===== src/hdl/qtu_pkg.sv =====
// Shared types and constants of the Q-table update and greedy select block.
`timescale 1ns / 1ps
`default_nettype none

package qtu_pkg;

    localparam int Q_W             = 32;
    localparam int ACTIONS         = 4;
    localparam int STATE_W         = 16;
    localparam int ACT_W           = 2;
    localparam int STATE_COUNT_DEF = 65536;

    localparam int CFG_IDX_W  = 2;
    localparam int CFG_DATA_W = 17;

    localparam logic [CFG_IDX_W-1:0] CFG_LEARNING_RATE = 2'd0;
    localparam logic [CFG_IDX_W-1:0] CFG_DISCOUNT      = 2'd1;
    localparam logic [CFG_IDX_W-1:0] CFG_STATES_IN_USE = 2'd2;

    localparam logic [15:0] LEARNING_RATE_RST = 16'd6554;
    localparam logic [15:0] DISCOUNT_RST      = 16'd62259;
    localparam logic [16:0] STATES_IN_USE_RST = 17'd51200;

    localparam logic CMD_UPDATE = 1'b0;
    localparam logic CMD_SELECT = 1'b1;

    typedef logic signed [Q_W-1:0] qval_t;
    typedef logic [ACTIONS-1:0][Q_W-1:0] qrow_t;

    typedef struct packed {
        logic                      cmd;
        logic [STATE_W-1:0]        current_state;
        logic [ACT_W-1:0]          action;
        logic [STATE_W-1:0]        next_state;
        logic signed [Q_W-1:0]     reward;
        logic [ACTIONS-1:0]        allowed_mask;
    } req_t;

    typedef struct packed {
        logic [ACT_W-1:0]          chosen_action;
        logic signed [Q_W-1:0]     q_value;
        logic                      valid_res;
    } rsp_t;

endpackage

`default_nettype wire


===== src/hdl/qtu_best.sv =====
// Best allowed action of one table row, lowest index on a tie.
`timescale 1ns / 1ps
`default_nettype none

module qtu_best
    import qtu_pkg::*;
(
    input  qrow_t              row,
    input  logic [ACTIONS-1:0] mask,
    output logic [ACT_W-1:0]   idx,
    output qval_t              value
);

    qval_t v0;
    qval_t v1;
    qval_t v2;
    qval_t v3;
    qval_t val_lo;
    qval_t val_hi;
    logic  pick_lo;
    logic  pick_hi;
    logic  have_lo;
    logic  have_hi;
    logic  pick_top;

    assign v0 = row[0];
    assign v1 = row[1];
    assign v2 = row[2];
    assign v3 = row[3];

    assign pick_lo = mask[1] && (!mask[0] || (v1 > v0));
    assign pick_hi = mask[3] && (!mask[2] || (v3 > v2));
    assign have_lo = mask[0] || mask[1];
    assign have_hi = mask[2] || mask[3];
    assign val_lo  = pick_lo ? v1 : v0;
    assign val_hi  = pick_hi ? v3 : v2;

    assign pick_top = have_hi && (!have_lo || (val_hi > val_lo));

    assign idx   = pick_top ? {1'b1, pick_hi} : {1'b0, pick_lo};
    assign value = pick_top ? val_hi : val_lo;

endmodule

`default_nettype wire


===== config.mk =====
export PLATFORM = sky130hd
export DESIGN_NAME = qtu_best
export DESIGN_NICKNAME = d
export VERILOG_FILES = /design/src/hdl/qtu_pkg.sv /design/src/hdl/qtu_best.sv
export SDC_FILE = /design/constraint.sdc
export NUM_CORES = 1
export LEC_CHECK = 0
export BUFFER_PORTS_ARGS = -buffer_cell sky130_fd_sc_hd__buf_2
export CAP_MARGIN = 20
export CORE_ASPECT_RATIO = 0.7
export CORE_MARGIN = 5
export CORE_UTILIZATION = 54
export DETAILED_ROUTE_END_ITERATION = 8
export PLACE_DENSITY_LB_ADDON = 0.25
export SYNTH_ARGS = -nofsm -noshare
export SYNTH_HDL_FRONTEND = slang
export SYNTH_SLANG_ARGS = --single-unit

===== constraint.sdc =====
create_clock -name vclk -period 16.1
set_clock_uncertainty 0.15 [all_clocks]
set_input_delay 2.415 -clock vclk [all_inputs]
set_output_delay 2.415 -clock vclk [all_outputs]
set_load 0.02 [all_outputs]

==> results of run 1 <==
logic make-up after synthesis:
group / Yosys count / share of synthesized area [%]
compound gates: 80 / 14.56
fa+ha+maj: 96 / 33.05
buf+inv: 113 / 13.94
mux: 96 / 26.44
simple gates: 75 / 12.01
critical path, delay by kind of cell:
kind | cells | cell delay, ns
compound gates | 6 | 1.67
simple gates | 4 | 1.39
buf+inv | 6 | 1.24
fa+ha+maj | 2 | 0.63
mux | 2 | 0.66
stage by stage:
stage | setup slack (ns) | cell area, um^2 | utilization, %
CTS | 5.076 | 4489 | 67.38
global route | 5.196 | 4517 | 67.79
detailed placement | 5.063 | 4489 | 67.38
finish | 5.517 | 4517 | 67.79
global placement | 5.297 | 4489 | 67.38
floorplan | 7.052 | 3635 | -
cell usage after synthesis (2+ instances only):
| cell | number |
|---|---|
| inv_1 | 102 |
| ha_1 | 96 |
| mux2i_1 | 96 |
| a21oi_1 | 33 |
| nand2_1 | 20 |
| nand4_1 | 17 |
| o21ai_0 | 11 |
| a21o_1 | 10 |
| nor2_1 | 9 |
| buf_4 | 7 |
| nand3_1 | 6 |
| and4_1 | 4 |
| nor2b_1 | 4 |
| nor4_1 | 4 |
| o211ai_1 | 4 |
| a221oi_1 | 3 |
| buf_12 | 3 |
| a31oi_1 | 2 |
| or4_1 | 2 |
power breakdown:
group	switching, mW	internal, mW	total, mW
sequential	0	0	0
combinational	0.115	0.0833	0.198
clock	0	0	0
final timing paths:
kind | slack, ns | depth (start not counted) | endpoint | start
worst max-delay path | 5.52 | 20 | value[28] | row[93]
worst min-delay path | 5.16 | 4 | value[8] | row[72]
layout make-up:
cell class	count	area, um^2
multi-input cells	347	3128
fillers	593	2146
repair buffers	171	888.4
inverters	102	382.9
well taps	94	117.6
metal layers:
metal / routed length, um / GRT usage, %
met5: 0 / 0
met4: 102 / 2.018
met3: 931 / 2.794
met2: 4704 / 37.34
met1: 5445 / 37.46
==> metrics, run 1 <==
crit path time final=10.58 ns; Slew headroom=34.08%; Layout area overhead=24.27%; seq_cells=0; total I/O pin count=166; post-DP HPWL=10160 um; actual slew at the worst max-slew pin=0.9857 ns; share of cells above drive strength 1=28.87%; Synth top area share=33.05%; initial antenna violation count=0; DRC violations left=0; Vias/cell=5.422; crit-path cells=buf_2, inv_1, ha_1, a21o_1, a2111oi_2, o211ai_1, o31ai_4, buf_4, mux2i_1, inv_1, ha_1, nand4_1, and4bb_2, nor2_1, o311ai_1, a211oi_2, nor3_4, buf_4, mux2i_1, buf_2; core area=0.006663 mm^2; first-pass GRT wire length=17060 um; slowest stage cell, crit path=nor3_4; RSZ-0062 raised after global routing=no; # resized after CTS=0; detailed-route via count=3871; most frequent cells in the layout=buf_2 (166), inv_1 (102), mux2i_1 (96), ha_1 (96), a21oi_1 (33); register area share after synthesis=0%; leakage=2.911 nW; Setup TNS=0 ns; outcome=completed; Synth Area per Inst=7.902 um^2; # diodes=0; Starting Density=54.55%; period utilisation layout=65.73%; most common cell after layout, fill and taps aside=buf_2; die width=108.1 um; wire length per cell=15.66 um; GPL Wtd Cong=0.9419; slowest stage delay, CP=0.82 ns; CP Capture Type=output port; required time of the critical path=13.54 ns; DIE AREA=0.008498 mm^2; pin count of the biggest net entering global routing=18; # rows=25; CP arrival=8.02 ns; total global-route track usage=24.39%; Yosys warnings=0; CTS hold repair buffers=0; postcts setup bufs=0; cells after synthesis=460; kind of start point of the critical path=input port; Non-Filler Instances=714; IO buf count=166; hold crit path type=input port to output port; Crit Path Category=input port to output port; main area contributors after synthesis=ha_1 (33%), mux2i_1 (26%), inv_1 (11%), a21oi_1 (4.5%), nand4_1 (2.9%); number of iterations in the first detailed-routing pass=5; final hold violation count=0; Max Fclk=94.50 MHz; number of library cell types mapped by synthesis=46; Post-Route WL=11180 um; CLK BUF=0; Final Max Tran Viols=0; Max Cap Violations=0; syn nets=688; CP max FO=17; dominant cell type by area after synthesis=ha_1; grt ovf=0; vias in the first global route=3665; Peak VDD IR=21.30 uV; Tot Pwr=0.1980 mW; DP Cell Count=713; Die Ht=78.64 um; DRT iter0 DRCs=220; Final setup viols=0; Post-Syn Area=0.003635 mm^2; Final Hold Slack=5.163 ns; PD cells=43.84 mW/mm^2; Sequential cell area=0 um^2; Nets=850; ANT nets after route=0
Note: power is estimated with default switching activity, not from simulation.
==> run 2: changes to the inputs <==
Settings changed: CORE_UTILIZATION 54 to 50.
Clock period 16.1 ns to 10.7 ns, I/O delays scaled along.
==> run 2 against run 1 <==
- routed wire length is 2.7% higher
- via count is 0.59% higher
- non-clock buffer count is 1 lower
- sequential share of layout area stayed put
- global-route usage is 1.2 points lower
- hold slack worse by 1.6 ns
- combinational power is 50% higher
- flip-flop and latch count stayed put
- die area is 7.1% higher
- critical path type unchanged
- largest cell class unchanged
- largest power group unchanged
==> metrics, run 2 (synthesized netlist as in run 1, its figures left out) <==
PD cells=66.05 mW/mm^2; period utilisation layout=86.61%; CP Capture Type=output port; seq_cells=0; post-route design area=0.004494 mm^2; DRT iter0 DRCs=202; hold path startpoint=row[69]; Final Max Tran Viols=0; wire length per cell=16.02 um; worst hold endpoint=value[5]; Max Cap Violations=0; Setup TNS=0 ns; Peak VDD IR=31.38 uV; RSZ-0062 raised after global routing=no; Placed Instance Area=0.004494 mm^2; Final setup viols=0; Multi-input gate area=0.003128 mm^2; kind of start point of the critical path=input port; total I/O pin count=166; Crit Path Category=input port to output port; DIE AREA=0.009102 mm^2; required time of the critical path=8.95 ns; Die Ht=81.34 um; Sequential cell area=0 um^2; # diodes=0; crit path time final=9.267 ns; pin count of the biggest net entering global routing=23; postcts setup bufs=0; leakage=2.898 nW; # resized after CTS=0; Max Fclk=107.9 MHz; outcome=completed; post-DP HPWL=10480 um; die width=111.9 um; ANT nets after route=0; grt ovf=0; Slew headroom=36.25%; actual slew at the worst max-slew pin=0.9531 ns; Layout area overhead=23.65%; CP max FO=21; Vias/cell=5.431; DRC violations left=0; most frequent cells in the layout=buf_2 (166), inv_1 (102), mux2i_1 (96), ha_1 (96), a21oi_1 (33); Final Hold Slack=3.555 ns; Tot Pwr=0.2968 mW; hold depth=4; hold crit path type=input port to output port; CP arrival=7.51 ns; Starting Density=50.56%; # rows=26; most common cell after layout, fill and taps aside=buf_2; Nets=849; IO buf count=166; CLK BUF=0; vias in the first global route=3660; final hold violation count=0; share of cells above drive strength 1=28.76%; number of iterations in the first detailed-routing pass=5; core area=0.007189 mm^2; Post-Route WL=11490 um; initial antenna violation count=0; CTS hold repair buffers=0; fillers=656; total global-route track usage=23.22%; GPL Wtd Cong=0.9138; detailed-route via count=3894; first-pass GRT wire length=17380 um
==> run 2: changes by cell type in the layout (fill, tap and decap cells not counted), sizes merged <==
cell	delta
buf	-1
==> run 2: where the power goes <==
group          internal, mW  total (mW)  switching [mW]  leakage, nW
sequential                0           0               0            0
clock                     0           0               0            0
combinational         0.124       0.297           0.173         2.90
==> run 2: area by class of cell <==
type	count	area share [%]
multi-input combinational	347	69.60
inverter	102	8.519
tap	98	2.728
timing repair buffer	170	19.15
==> run 2: worst max-delay path, stage by stage <==
cell and delay (ns):
buf_2 0.09, inv_1 0.04, ha_1 0.29, a21o_1 0.19
a2111oi_2 0.34, o211ai_1 0.18, o31ai_4 0.76, buf_4 0.47
mux2i_1 0.42, inv_1 0.09, ha_1 0.32, nand4_1 0.16
and4bb_2 0.37, nor2_1 0.06, o311ai_1 0.31, a211oi_2 0.12
nor3_4 0.79, buf_4 0.44, mux2i_1 0.24, buf_2 0.19
==> run 2: metal layers <==
layer / vias to the layer above / routed length (um) / GRT usage, %
met3: 13 / 703 / 2.308
met5: - / 0 / 0
met2: 131 / 4862 / 37.08
li1: 1980 / - / -
met4: 0 / 93 / 2.309
met1: 1770 / 5828 / 34.68
==> run 2: worst max path at each step <==
stage | from | endpoint | slack, ns | cells after the start
2_1_floorplan | row[93] | value[10] | 3.27 | 18
3_3_place_gp | row[93] | value[1] | 1.63 | 20
3_5_place_dp | row[93] | value[1] | 1.50 | 20
4_1_cts | row[93] | value[1] | 1.49 | 20
5_1_grt | row[93] | value[14] | 1.16 | 20
6_report | row[93] | value[1] | 1.43 | 20
==> run 2: metrics by stage <==
| stage | setup slack [ns] | utilization (%) | cells |
|---|---|---|---|
| final | 1.433 | 62.51 | 717 |
| after global routing | 1.164 | 62.51 | 717 |
| after CTS | 1.487 | 62.51 | 717 |
| after detailed placement | 1.501 | 62.51 | 717 |
| after global placement | 1.628 | 62.51 | 717 |
| after floorplan | 3.272 | - | 460 |
==> run 3: changes to the inputs <==
Settings changed: MAX_ROUTING_LAYER set to met4, SLEW_MARGIN set to 15.
==> run 3 against run 2 <==
- die area stayed put
- non-clock buffer count did not move
- combinational power about the same
- global-route usage rose by 1.1 points
- routed wire length increased by 0.30%
- critical path depth is the same
==> metrics, run 3 (synthesized netlist as in run 1, its figures left out) <==
fin worst setup slack=1.461 ns; Sequential cell area=0 um^2; outcome=completed; leakage=2.898 nW; Placed Instance Area=0.004494 mm^2; postcts setup bufs=0; post-route core utilization=62.51%; initial antenna violation count=0; Post-Route WL=11520 um; hold depth=4; slowest stage cell, crit path=nor3_4; most common cell after layout, fill and taps aside=buf_2; CP Capture Type=output port; CTS hold repair buffers=0; GPL Wtd Cong=0.9402; final hold violation count=0; post-route design area=0.004494 mm^2; Non-Filler Instances=717; kind of start point of the critical path=input port; CP max FO=21; PD cells=65.95 mW/mm^2; Max Cap Violations=0; crit-path cells=buf_2, inv_1, ha_1, a21o_1, a2111oi_2, o211ai_1, o31ai_4, buf_4, mux2i_1, inv_1, ha_1, nand4_1, and4bb_2, nor2_1, o311ai_1, a211oi_2, nor3_4, buf_4, mux2i_1, buf_2; worst hold endpoint=value[5]; Die Ht=81.34 um; Final Max Tran Viols=0; required time of the critical path=8.95 ns; RSZ-0062 raised after global routing=no; Final setup viols=0; grt ovf=0; post-DP HPWL=10500 um; DP Cell Count=717; # resized after CTS=0; wire length per cell=16.07 um; pin count of the biggest net entering global routing=23; wire length on met3=827 um; share of cells above drive strength 1=28.76%; Peak VDD IR=34.65 uV; period utilisation layout=86.34%; Layout area overhead=23.65%; seq_cells=0; total global-route track usage=24.34%; metal2 WL=4891 um; CP arrival=7.48 ns; DRT iter0 DRCs=220; Crit Path Category=input port to output port; Vias/cell=5.435; Final Hold Slack=3.539 ns; Max Fclk=108.2 MHz; detailed-route via count=3897; Starting Density=50.56%; DIE AREA=0.009102 mm^2; first-pass GRT wire length=17710 um; slowest stage delay, CP=0.76 ns; Tot Pwr=0.2964 mW; actual slew at the worst max-slew pin=0.9050 ns; most frequent cells in the layout=buf_2 (166), inv_1 (102), mux2i_1 (96), ha_1 (96), a21oi_1 (33); crit path time final=9.239 ns; WL met1=5776 um; Nets=849; # diodes=0; ANT nets after route=0; max layer used=met4; DRC violations left=0; pre-CTS setup slack=1.451 ns; IO buf count=166; Slew headroom=39.47%; # rows=26; core area=0.007189 mm^2; Setup TNS=0 ns; hold crit path type=input port to output port; CLK BUF=0; die width=111.9 um; number of iterations in the first detailed-routing pass=4; vias in the first global route=3693; hold path startpoint=row[69]; total I/O pin count=166
run 3: worst max-delay path: cells and delay by family:
family	cells	cell delay (ns)
mux	2	0.67
buf+inv	6	1.31
simple gates	4	1.35
compound gates	6	1.90
fa+ha+maj	2	0.64
run 3: worst max-delay path by stage:
stage                     startpoint  slack (ns)        end  cells past startpoint
after global routing         row[93]        1.17  value[12]                     20
final                        row[93]        1.46  value[12]                     20
after CTS                    row[93]        1.44  value[12]                     20
after detailed placement     row[93]        1.45  value[12]                     20
after floorplan              row[93]        3.27  value[10]                     18
after global placement       row[93]        1.63   value[5]                     20
run 3: layout make-up:
cell class,count,area [um^2]
fillers,680,2695
inverters,102,382.9
multi-input cells,347,3128
well taps,98,122.6
repair buffers,170,860.8
run 3: metal layers:
metal  GRT usage, %  vias up
met5              -        -
met4         0.6075        0
met3          1.415        2
met2          38.04      137
met1          36.30     1783
li1               -     1975
run 3: power breakdown:
part	leakage (nW)	switching, mW	internal, mW
Combinational	2.90	0.173	0.123
Sequential	0	0	0
Clock	0	0	0
